[src/hw/rtl/eadc_pkg.sv]
// Shared types and constants for the echo average distance classifier.
// Used by eadc_band_classifier and the top level; no dependencies.
package eadc_pkg;

	// Echo time per centimetre of distance, in microseconds
	localparam logic [5:0] US_PER_CM = 6'd58;

	// Eight-band thresholds in microseconds (40 cm down to 10 cm in 5 cm steps)
	localparam logic [15:0] EIGHT_FAR_US  = 16'd2320;
	localparam logic [15:0] EIGHT_B1_US   = 16'd2030;
	localparam logic [15:0] EIGHT_B2_US   = 16'd1740;
	localparam logic [15:0] EIGHT_B3_US   = 16'd1450;
	localparam logic [15:0] EIGHT_B4_US   = 16'd1160;
	localparam logic [15:0] EIGHT_B5_US   = 16'd870;
	localparam logic [15:0] EIGHT_B6_US   = 16'd580;

	// Distance codes
	localparam logic [2:0] CODE_FAR      = 3'd0;
	localparam logic [2:0] CODE_BAND1    = 3'd1;
	localparam logic [2:0] CODE_BAND2    = 3'd2;
	localparam logic [2:0] CODE_BAND3    = 3'd3;
	localparam logic [2:0] CODE_BAND4    = 3'd4;
	localparam logic [2:0] CODE_BAND5    = 3'd5;
	localparam logic [2:0] CODE_BAND6    = 3'd6;
	localparam logic [2:0] CODE_NEAREST  = 3'd7;

	// Register indexes (byte address = 4 * index)
	typedef enum logic [1:0] {
		REG_BAND_MODE = 2'd0,
		REG_FAR_LIMIT = 2'd1,
		REG_MID_LIMIT = 2'd2,
		REG_NEAR_LIMIT = 2'd3
	} reg_idx_t;

	// Configuration as seen by the classifier
	typedef struct packed {
		logic       band_mode;
		logic [7:0] far_limit_cm;
		logic [7:0] mid_limit_cm;
		logic [7:0] near_limit_cm;
	} band_cfg_t;

endpackage

[src/hw/rtl/eadc_band_classifier.sv]
// Distance band classifier: maps a mean echo width to a 3-bit distance code.
// Depends on eadc_pkg for thresholds, codes and the configuration struct.
module eadc_band_classifier
	import eadc_pkg::*;
(
	input  logic [15:0] mean_width,
	input  band_cfg_t   cfg,
	output logic [2:0]  level_code
);

	logic [15:0] far_us;
	logic [15:0] mid_us;
	logic [15:0] near_us;
	logic [2:0]  three_code;
	logic [2:0]  eight_code;

	// Configured limits scaled to microseconds (at most 14790, fits 16 bits)
	assign far_us  = 16'(cfg.far_limit_cm)  * 16'(US_PER_CM);
	assign mid_us  = 16'(cfg.mid_limit_cm)  * 16'(US_PER_CM);
	assign near_us = 16'(cfg.near_limit_cm) * 16'(US_PER_CM);

	// Three-band: tests in fixed order, first match wins, no sorting of limits
	always_comb begin
		if (mean_width < far_us && mean_width >= mid_us) begin
			three_code = CODE_BAND4;
		end else if (mean_width < mid_us && mean_width >= near_us) begin
			three_code = CODE_BAND6;
		end else if (mean_width < near_us) begin
			three_code = CODE_NEAREST;
		end else begin
			three_code = CODE_FAR;
		end
	end

	// Eight-band: fixed ladder from far to near
	always_comb begin
		if (mean_width >= EIGHT_FAR_US) begin
			eight_code = CODE_FAR;
		end else if (mean_width >= EIGHT_B1_US) begin
			eight_code = CODE_BAND1;
		end else if (mean_width >= EIGHT_B2_US) begin
			eight_code = CODE_BAND2;
		end else if (mean_width >= EIGHT_B3_US) begin
			eight_code = CODE_BAND3;
		end else if (mean_width >= EIGHT_B4_US) begin
			eight_code = CODE_BAND4;
		end else if (mean_width >= EIGHT_B5_US) begin
			eight_code = CODE_BAND5;
		end else if (mean_width >= EIGHT_B6_US) begin
			eight_code = CODE_BAND6;
		end else begin
			eight_code = CODE_NEAREST;
		end
	end

	assign level_code = cfg.band_mode ? three_code : eight_code;

endmodule

[src/hw/rtl/echo_average_distance_classifier.sv]
// Echo average distance classifier: running mean of the last WINDOW_LEN echo
// widths plus a 3-bit distance code. Each accepted request passes the sum update at
// accept, then the reciprocal multiply, then classify into the result register;
// one request per cycle is sustained, only a stalled result holds the pipeline.
// Async active-low reset clears the window, the running sum and the pipeline
// valids, and loads the register defaults. Depends on eadc_pkg, eadc_band_classifier.
module echo_average_distance_classifier
	import eadc_pkg::*;
#(
	parameter int WINDOW_LEN = 10
) (
	input  logic        clk,
	input  logic        arst_n,
	// configuration port
	input  logic        psel,
	input  logic        penable,
	input  logic        pwrite,
	input  logic [3:0]  paddr,
	input  logic [31:0] pwdata,
	output logic [31:0] prdata,
	output logic        pready,
	// echo request channel
	input  logic        echo_valid,
	output logic        echo_stall,
	input  logic [15:0] echo_width,
	// result channel
	output logic        result_valid,
	input  logic        result_stall,
	output logic [15:0] mean_width,
	output logic [2:0]  level_code
);

	// Sum width and reciprocal for an exact divide by WINDOW_LEN
	localparam int LOG_N   = $clog2(WINDOW_LEN);
	localparam int SUM_W   = 16 + LOG_N;
	localparam int SHIFT   = SUM_W + LOG_N;
	localparam int RECIP_W = SUM_W + 2;
	localparam int PROD_W  = SUM_W + RECIP_W;
	localparam logic [RECIP_W-1:0] RECIP =
		RECIP_W'(((64'd1 << SHIFT) + 64'(WINDOW_LEN) - 64'd1) / 64'(WINDOW_LEN));

	band_cfg_t         cfg_q;
	reg_idx_t          reg_idx;
	logic              cfg_write;

	logic [15:0]       taps_q [WINDOW_LEN];
	logic [SUM_W-1:0]  sum_q;
	logic              valid_s1;
	logic              valid_s2;
	logic [15:0]       mean_s2;
	logic              result_valid_q;
	logic [15:0]       mean_q;
	logic [2:0]        code_q;

	logic              out_load;
	logic              load_s2;
	logic              load_s1;
	logic              accept;
	logic [PROD_W-1:0] prod;
	logic [2:0]        code;

	// Configuration registers
	assign pready    = 1'b1;
	assign cfg_write = psel && penable && pwrite && pready;
	assign reg_idx   = reg_idx_t'(paddr[3:2]);

	always_ff @(posedge clk or negedge arst_n) begin
		if (!arst_n) begin
			cfg_q.band_mode     <= 1'b0;
			cfg_q.far_limit_cm  <= 8'd20;
			cfg_q.mid_limit_cm  <= 8'd15;
			cfg_q.near_limit_cm <= 8'd10;
		end else if (cfg_write) begin
			unique case (reg_idx)
				REG_BAND_MODE:  cfg_q.band_mode     <= pwdata[0];
				REG_FAR_LIMIT:  cfg_q.far_limit_cm  <= pwdata[7:0];
				REG_MID_LIMIT:  cfg_q.mid_limit_cm  <= pwdata[7:0];
				REG_NEAR_LIMIT: cfg_q.near_limit_cm <= pwdata[7:0];
				default: ;
			endcase
		end
	end

	// Register readback
	always_comb begin
		unique case (reg_idx)
			REG_BAND_MODE:  prdata = {31'd0, cfg_q.band_mode};
			REG_FAR_LIMIT:  prdata = {24'd0, cfg_q.far_limit_cm};
			REG_MID_LIMIT:  prdata = {24'd0, cfg_q.mid_limit_cm};
			REG_NEAR_LIMIT: prdata = {24'd0, cfg_q.near_limit_cm};
			default:        prdata = 32'd0;
		endcase
	end

	// Pipeline flow control: a stage loads when it is empty or moving on
	assign out_load   = !result_valid_q || !result_stall;
	assign load_s2    = !valid_s2 || out_load;
	assign load_s1    = !valid_s1 || load_s2;
	assign echo_stall = !load_s1;
	assign accept     = echo_valid && load_s1;

	// Stage 1: window shift line and running sum (sum_q is the stage payload)
	always_ff @(posedge clk or negedge arst_n) begin
		if (!arst_n) begin
			for (int i = 0; i < WINDOW_LEN; i++) begin
				taps_q[i] <= 16'd0;
			end
			sum_q <= '0;
		end else if (accept) begin
			taps_q[0] <= echo_width;
			for (int i = 1; i < WINDOW_LEN; i++) begin
				taps_q[i] <= taps_q[i-1];
			end
			sum_q <= sum_q - SUM_W'(taps_q[WINDOW_LEN-1]) + SUM_W'(echo_width);
		end
	end

	// Stage 2: divide by WINDOW_LEN through the rounded-up reciprocal
	assign prod = PROD_W'(sum_q) * PROD_W'(RECIP);

	always_ff @(posedge clk) begin
		if (load_s2 && valid_s1) begin
			mean_s2 <= prod[SHIFT +: 16];
		end
	end

	// Stage 3: classify into the result register
	eadc_band_classifier u_classifier (
		.mean_width (mean_s2),
		.cfg        (cfg_q),
		.level_code (code)
	);

	always_ff @(posedge clk) begin
		if (out_load && valid_s2) begin
			mean_q <= mean_s2;
			code_q <= code;
		end
	end

	// Stage valids
	always_ff @(posedge clk or negedge arst_n) begin
		if (!arst_n) begin
			valid_s1       <= 1'b0;
			valid_s2       <= 1'b0;
			result_valid_q <= 1'b0;
		end else begin
			if (load_s1) begin
				valid_s1 <= echo_valid;
			end
			if (load_s2) begin
				valid_s2 <= valid_s1;
			end
			if (out_load) begin
				result_valid_q <= valid_s2;
			end
		end
	end

	assign result_valid = result_valid_q;
	assign mean_width   = mean_q;
	assign level_code   = code_q;

	// Checks
	a_accept_fills_s1: assert property (@(posedge clk) disable iff (!arst_n)
		accept |=> valid_s1)
		else $error("accepted request did not reach stage 1");

	a_stall_only_when_full: assert property (@(posedge clk) disable iff (!arst_n)
		echo_stall |-> (valid_s1 && valid_s2 && result_valid_q))
		else $error("input stalled with a free pipeline slot");

	a_eight_band_far: assert property (@(posedge clk) disable iff (!arst_n)
		(result_valid && !cfg_q.band_mode) |->
			((level_code == CODE_FAR) == (mean_width >= EIGHT_FAR_US)))
		else $error("eight-band far code disagrees with mean");

	a_result_from_s2: assert property (@(posedge clk) disable iff (!arst_n)
		$rose(result_valid) |-> $past(valid_s2))
		else $error("result appeared without a stage 2 request");

endmodule

[config.mk]
export PLATFORM = sky130hd
export DESIGN_NAME = echo_average_distance_classifier
export DESIGN_NICKNAME = d
export VERILOG_FILES = /design/src/hw/rtl/eadc_pkg.sv /design/src/hw/rtl/eadc_band_classifier.sv /design/src/hw/rtl/echo_average_distance_classifier.sv
export SDC_FILE = /design/constraint.sdc
export NUM_CORES = 1
export LEC_CHECK = 0
export BUFFER_PORTS_ARGS = -buffer_cell sky130_fd_sc_hd__buf_2
export CAP_MARGIN = 15
export CORE_MARGIN = 3
export CORE_UTILIZATION = 50
export DETAILED_ROUTE_END_ITERATION = 7
export GPL_TIMING_DRIVEN = 0
export PLACE_DENSITY = 0.78
export SYNTH_ARGS = -nofsm -noshare
export SYNTH_HDL_FRONTEND = slang
export SYNTH_SLANG_ARGS = --single-unit
[constraint.sdc]
create_clock -name clk -period 6.3 [get_ports clk]
set_clock_uncertainty 0.1 [all_clocks]
set_input_delay 1.89 -clock clk [delete_from_list [all_inputs] [get_ports clk]]
set_output_delay 1.89 -clock clk [all_outputs]
set_load 0.005 [all_outputs]
==> impl_results.md <==
* Outcome: finished clean
* Tcrit/Tclk final at 0.968
* Clock Pin Slew Worst Setup and Hold Paths at 60 ps
* CP bufs+invs at 2
* Initial DRT Pass Iterations at 5
* CTS Hold Bufs at 0
* Worst path slowest cell: fa_1
* RePlAce Congestion at 0.940
* Fraction of layout cells with a size suffix above 1 at 0.0859
* M1 wire length at 21200 microns
* EDFF count, synth at 35
* Final instance count without filler cells at 2930
* First-pass GRT wire length at 79400 microns
* Adder-cell share of the synthesized area at 0.365
* Total Nets Final at 2953
* Most common cell in the synthesized netlist: nand2_1
* Setup-failing EPs final at 0
* Met3 Routed Length at 2530 microns
* Fill count at 3547
* Worst stage delay on the critical path at 550 ps
* Hold WS at 365 ps
* Wire per inst at 16.5 microns
* Clock Latency Late Sink at 550 ps
* Pin count of the biggest net entering global routing at 129
* WL met2 at 23200 microns
* Commonest cells in the netlist: 529 x nand2_1, 352 x inv_1, 333 x ha_1
* CP Cell Sequence: ha_4 -> fa_1 -> ha_1 -> fa_1 -> fa_1 -> fa_1 -> inv_1 -> fa_1 -> inv_1 -> ha_1 -> and3_1 -> and3_2 -> o211ai_1 -> nand4_2 -> nand3_4 -> or3_1 -> o311ai_1
* Startpoint types: flop
* Yosys top cell area share at 0.235
* Post-synthesis sequential area ratio at 0.295
* Initial Utilization at 0.514
* Area Growth Syn to Fin at 9.74%
* Sink Count at 243
* CTS Buf Count at 25
* Diode count at 0
* Synth cell types at 68
* Worst min-delay path category: flop to flop
* Slew Viols, Final at 0
* Final Hold Fails at 0
* Vias at 15666
* CP Class: flop to flop
* CTS tree: yes
* Worst Path Arrival at 6360 ps
* Worst setup slack after layout at 200 ps
* Highest layer used for signal routing: met5
* DR iter-0 viols at 868
* Seq cells post-synth at 243
* Min Clock Period, post-route at 6100 ps
* CP endpoint kind: flop
* Root buf cell: clkbuf_16
* Vias in the first global route at 15925
* Max-cap violations at 0
* Mux cell area share after synthesis at 0.00830
* Synth Area in Compound Gates at 0.0871
* Drc violations at 0
* Synth warn at 0
* Asr flop ratio synth at 0.856
* Reg-to-reg slack, setup at 200 ps
* Max clock buf depth at 3
* Max Freq at 0.164 GHz
* Die footprint at 45000 sq um
* Synth Area in Simple Gates at 0.138
* Htree depth at 1
* I/O pin total at 113
* Worst slew pin tran at 971 ps
* Drt total wl at 48300 microns
* Post-DRT Antenna Nets at 0
* Main synth FF type: dfrtp_1
* Rel. slew slack at 0.353
* Crit path top cell by count: fa_1
* Die X-Extent at 212 microns
* Peak fanout along the critical path at 8
* RSZ-0062 raised after global routing: false
* GRT Overall Usage at 0.218
* Synthesized area per cell at 9.39 sq um
* Via/cell ratio at 5.35
* CP delay by family, top: adder cells
* XOR/XNOR Fraction of Synth Area at 0.0264
* Yosys top cell by area: dfrtp_1
* Finished Core Util at 0.564
* Cells after DPL at 2879
* Synth Instances at 2263
* Area contributors post-synth: dfrtp_1 24%, ha_1 20%, fa_1 17%
* Port Buffers at 60
* Main combinational cell family by area after synthesis: adder cells
* DIE HEIGHT at 212 microns
* Post-Synthesis Cell Area at 21300 sq um
* Row cnt at 74
* Core area at 41400 sq um
* Dpl ws at -262 ps
* DP HPWL at 39300 microns
* Initial antenna violation count at 1
* GRT overflow at 0
* Critical Path RT at 6570 ps
-- routing by layer --
| layer | up-vias | track usage |
|---|---|---|
| met1 | 7635 | 0.297 |
| met2 | 381 | 0.369 |
| met3 | 103 | 0.0323 |
| met5 | - | 0 |
| met4 | 2 | 0.0557 |
| li1 | 7545 | - |
-- final cells by class --
class / count / area (sq um) / share of cell area
Buffer: 77 / 395 / 0.0170
Clock buffer: 32 / 662 / 0.0284
Clock inverter: 11 / 75.1 / 0.00322
Inverter: 352 / 1320 / 0.0566
Multi-Input combinational cell: 1614 / 13500 / 0.580
Sequential cell: 243 / 6280 / 0.269
Tap cell: 532 / 666 / 0.0285
Timing Repair Buffer: 69 / 398 / 0.0171
-- worst paths after layout --
kind                                                 to                    start  depth (start not counted)
worst max-delay path              mean_s2[12]$_DFFE_PP_     sum_q[7]$_DFFE_PN0P_                         17
worst min-delay path            taps_q[111]$_DFFE_PN0P_  taps_q[127]$_DFFE_PN0P_                          2
worst max register to register    mean_s2[12]$_DFFE_PP_     sum_q[7]$_DFFE_PN0P_                         17
worst min register to register  taps_q[111]$_DFFE_PN0P_  taps_q[127]$_DFFE_PN0P_                          2
max in group asynchronous          cfg_q[8]$_DFFE_PN1P_                   arst_n                          2
min in group asynchronous       taps_q[120]$_DFFE_PN0P_                   arst_n                          1
-- stage by stage --
step,setup TNS (ps),cell area [sq um]
2_1_floorplan,0,21300
3_3_place_gp,-13800,22300
3_5_place_dp,-1490,22300
4_1_cts,0,23100
5_1_grt,0,23300
6_report,0,23300
-- kinds of logic (layout without fill, tap and decap cells) --
logic type / count (synthesis) / in the layout
AOI/OAI and AO/OA: 300 / 300
muxes: 15 / 15
DFF: 243 / 243
and+or+nand+nor: 698 / 698
xor gates and xnor gates: 64 / 64
adders and majority gates: 512 / 512
other: 2 / 25
buffers and inverters: 429 / 541
-- cells in the final DEF, fill, tap and decap left out, types with 7 or more instances in the layout --
| cell | instances |
|---|---|
| o31ai_1 | 12 |
| mux2_2 | 11 |
| nor2b_1 | 16 |
| conb_1 | 25 |
| o21ai_0 | 95 |
| and2_1 | 13 |
| nand2b_1 | 12 |
| clkbuf_16 | 25 |
| a21o_1 | 24 |
| nand4_1 | 12 |
| a21oi_1 | 78 |
| xnor2_1 | 30 |
| buf_4 | 34 |
| xor2_1 | 34 |
| inv_1 | 349 |
| buf_2 | 60 |
| ha_1 | 319 |
| edfxtp_1 | 35 |
| nor3_1 | 12 |
| o21a_1 | 8 |
| dfrtp_2 | 13 |
| nand3_1 | 21 |
| and3_1 | 7 |
| clkbuf_1 | 52 |
| a22o_1 | 7 |
| ha_2 | 7 |
| fa_1 | 179 |
| a211oi_1 | 7 |
| dfstp_2 | 8 |
| nor2_1 | 43 |
| dfrtp_1 | 187 |
| o211ai_1 | 8 |
| nand2_1 | 529 |
| ha_4 | 7 |
-- worst min-delay path: cells and delay by family (launching register included) --
| kind | cells | cell delay, ps |
|---|---|---|
| flip-flops | 1 | 340 |
| AND/OR/NAND/NOR | 2 | 100 |
-- flip-flops by register name, summed over array words and instances (netlist names) --
| register | flops |
|---|---|
| mean_width | 16 |
| result_valid | 1 |
| sum_q | 20 |
| level_code | 3 |
| mean_s2 | 16 |
| taps_q | 160 |
| valid_s1 | 1 |
| valid_s2 | 1 |
| cfg_q | 25 |
-- timing repair --
item,in CTS,in global routing
gates resized for setup,12,34
cloned,0,0
endpoints found under the hold margin,0,0
buffers inserted,1,7
pin swaps,1,3
setup endpoints to repair,10,12
Power is left out: the tool's default activity adds up to more than one toggle a clock period on the data nets, which glitch-free logic cannot reach.
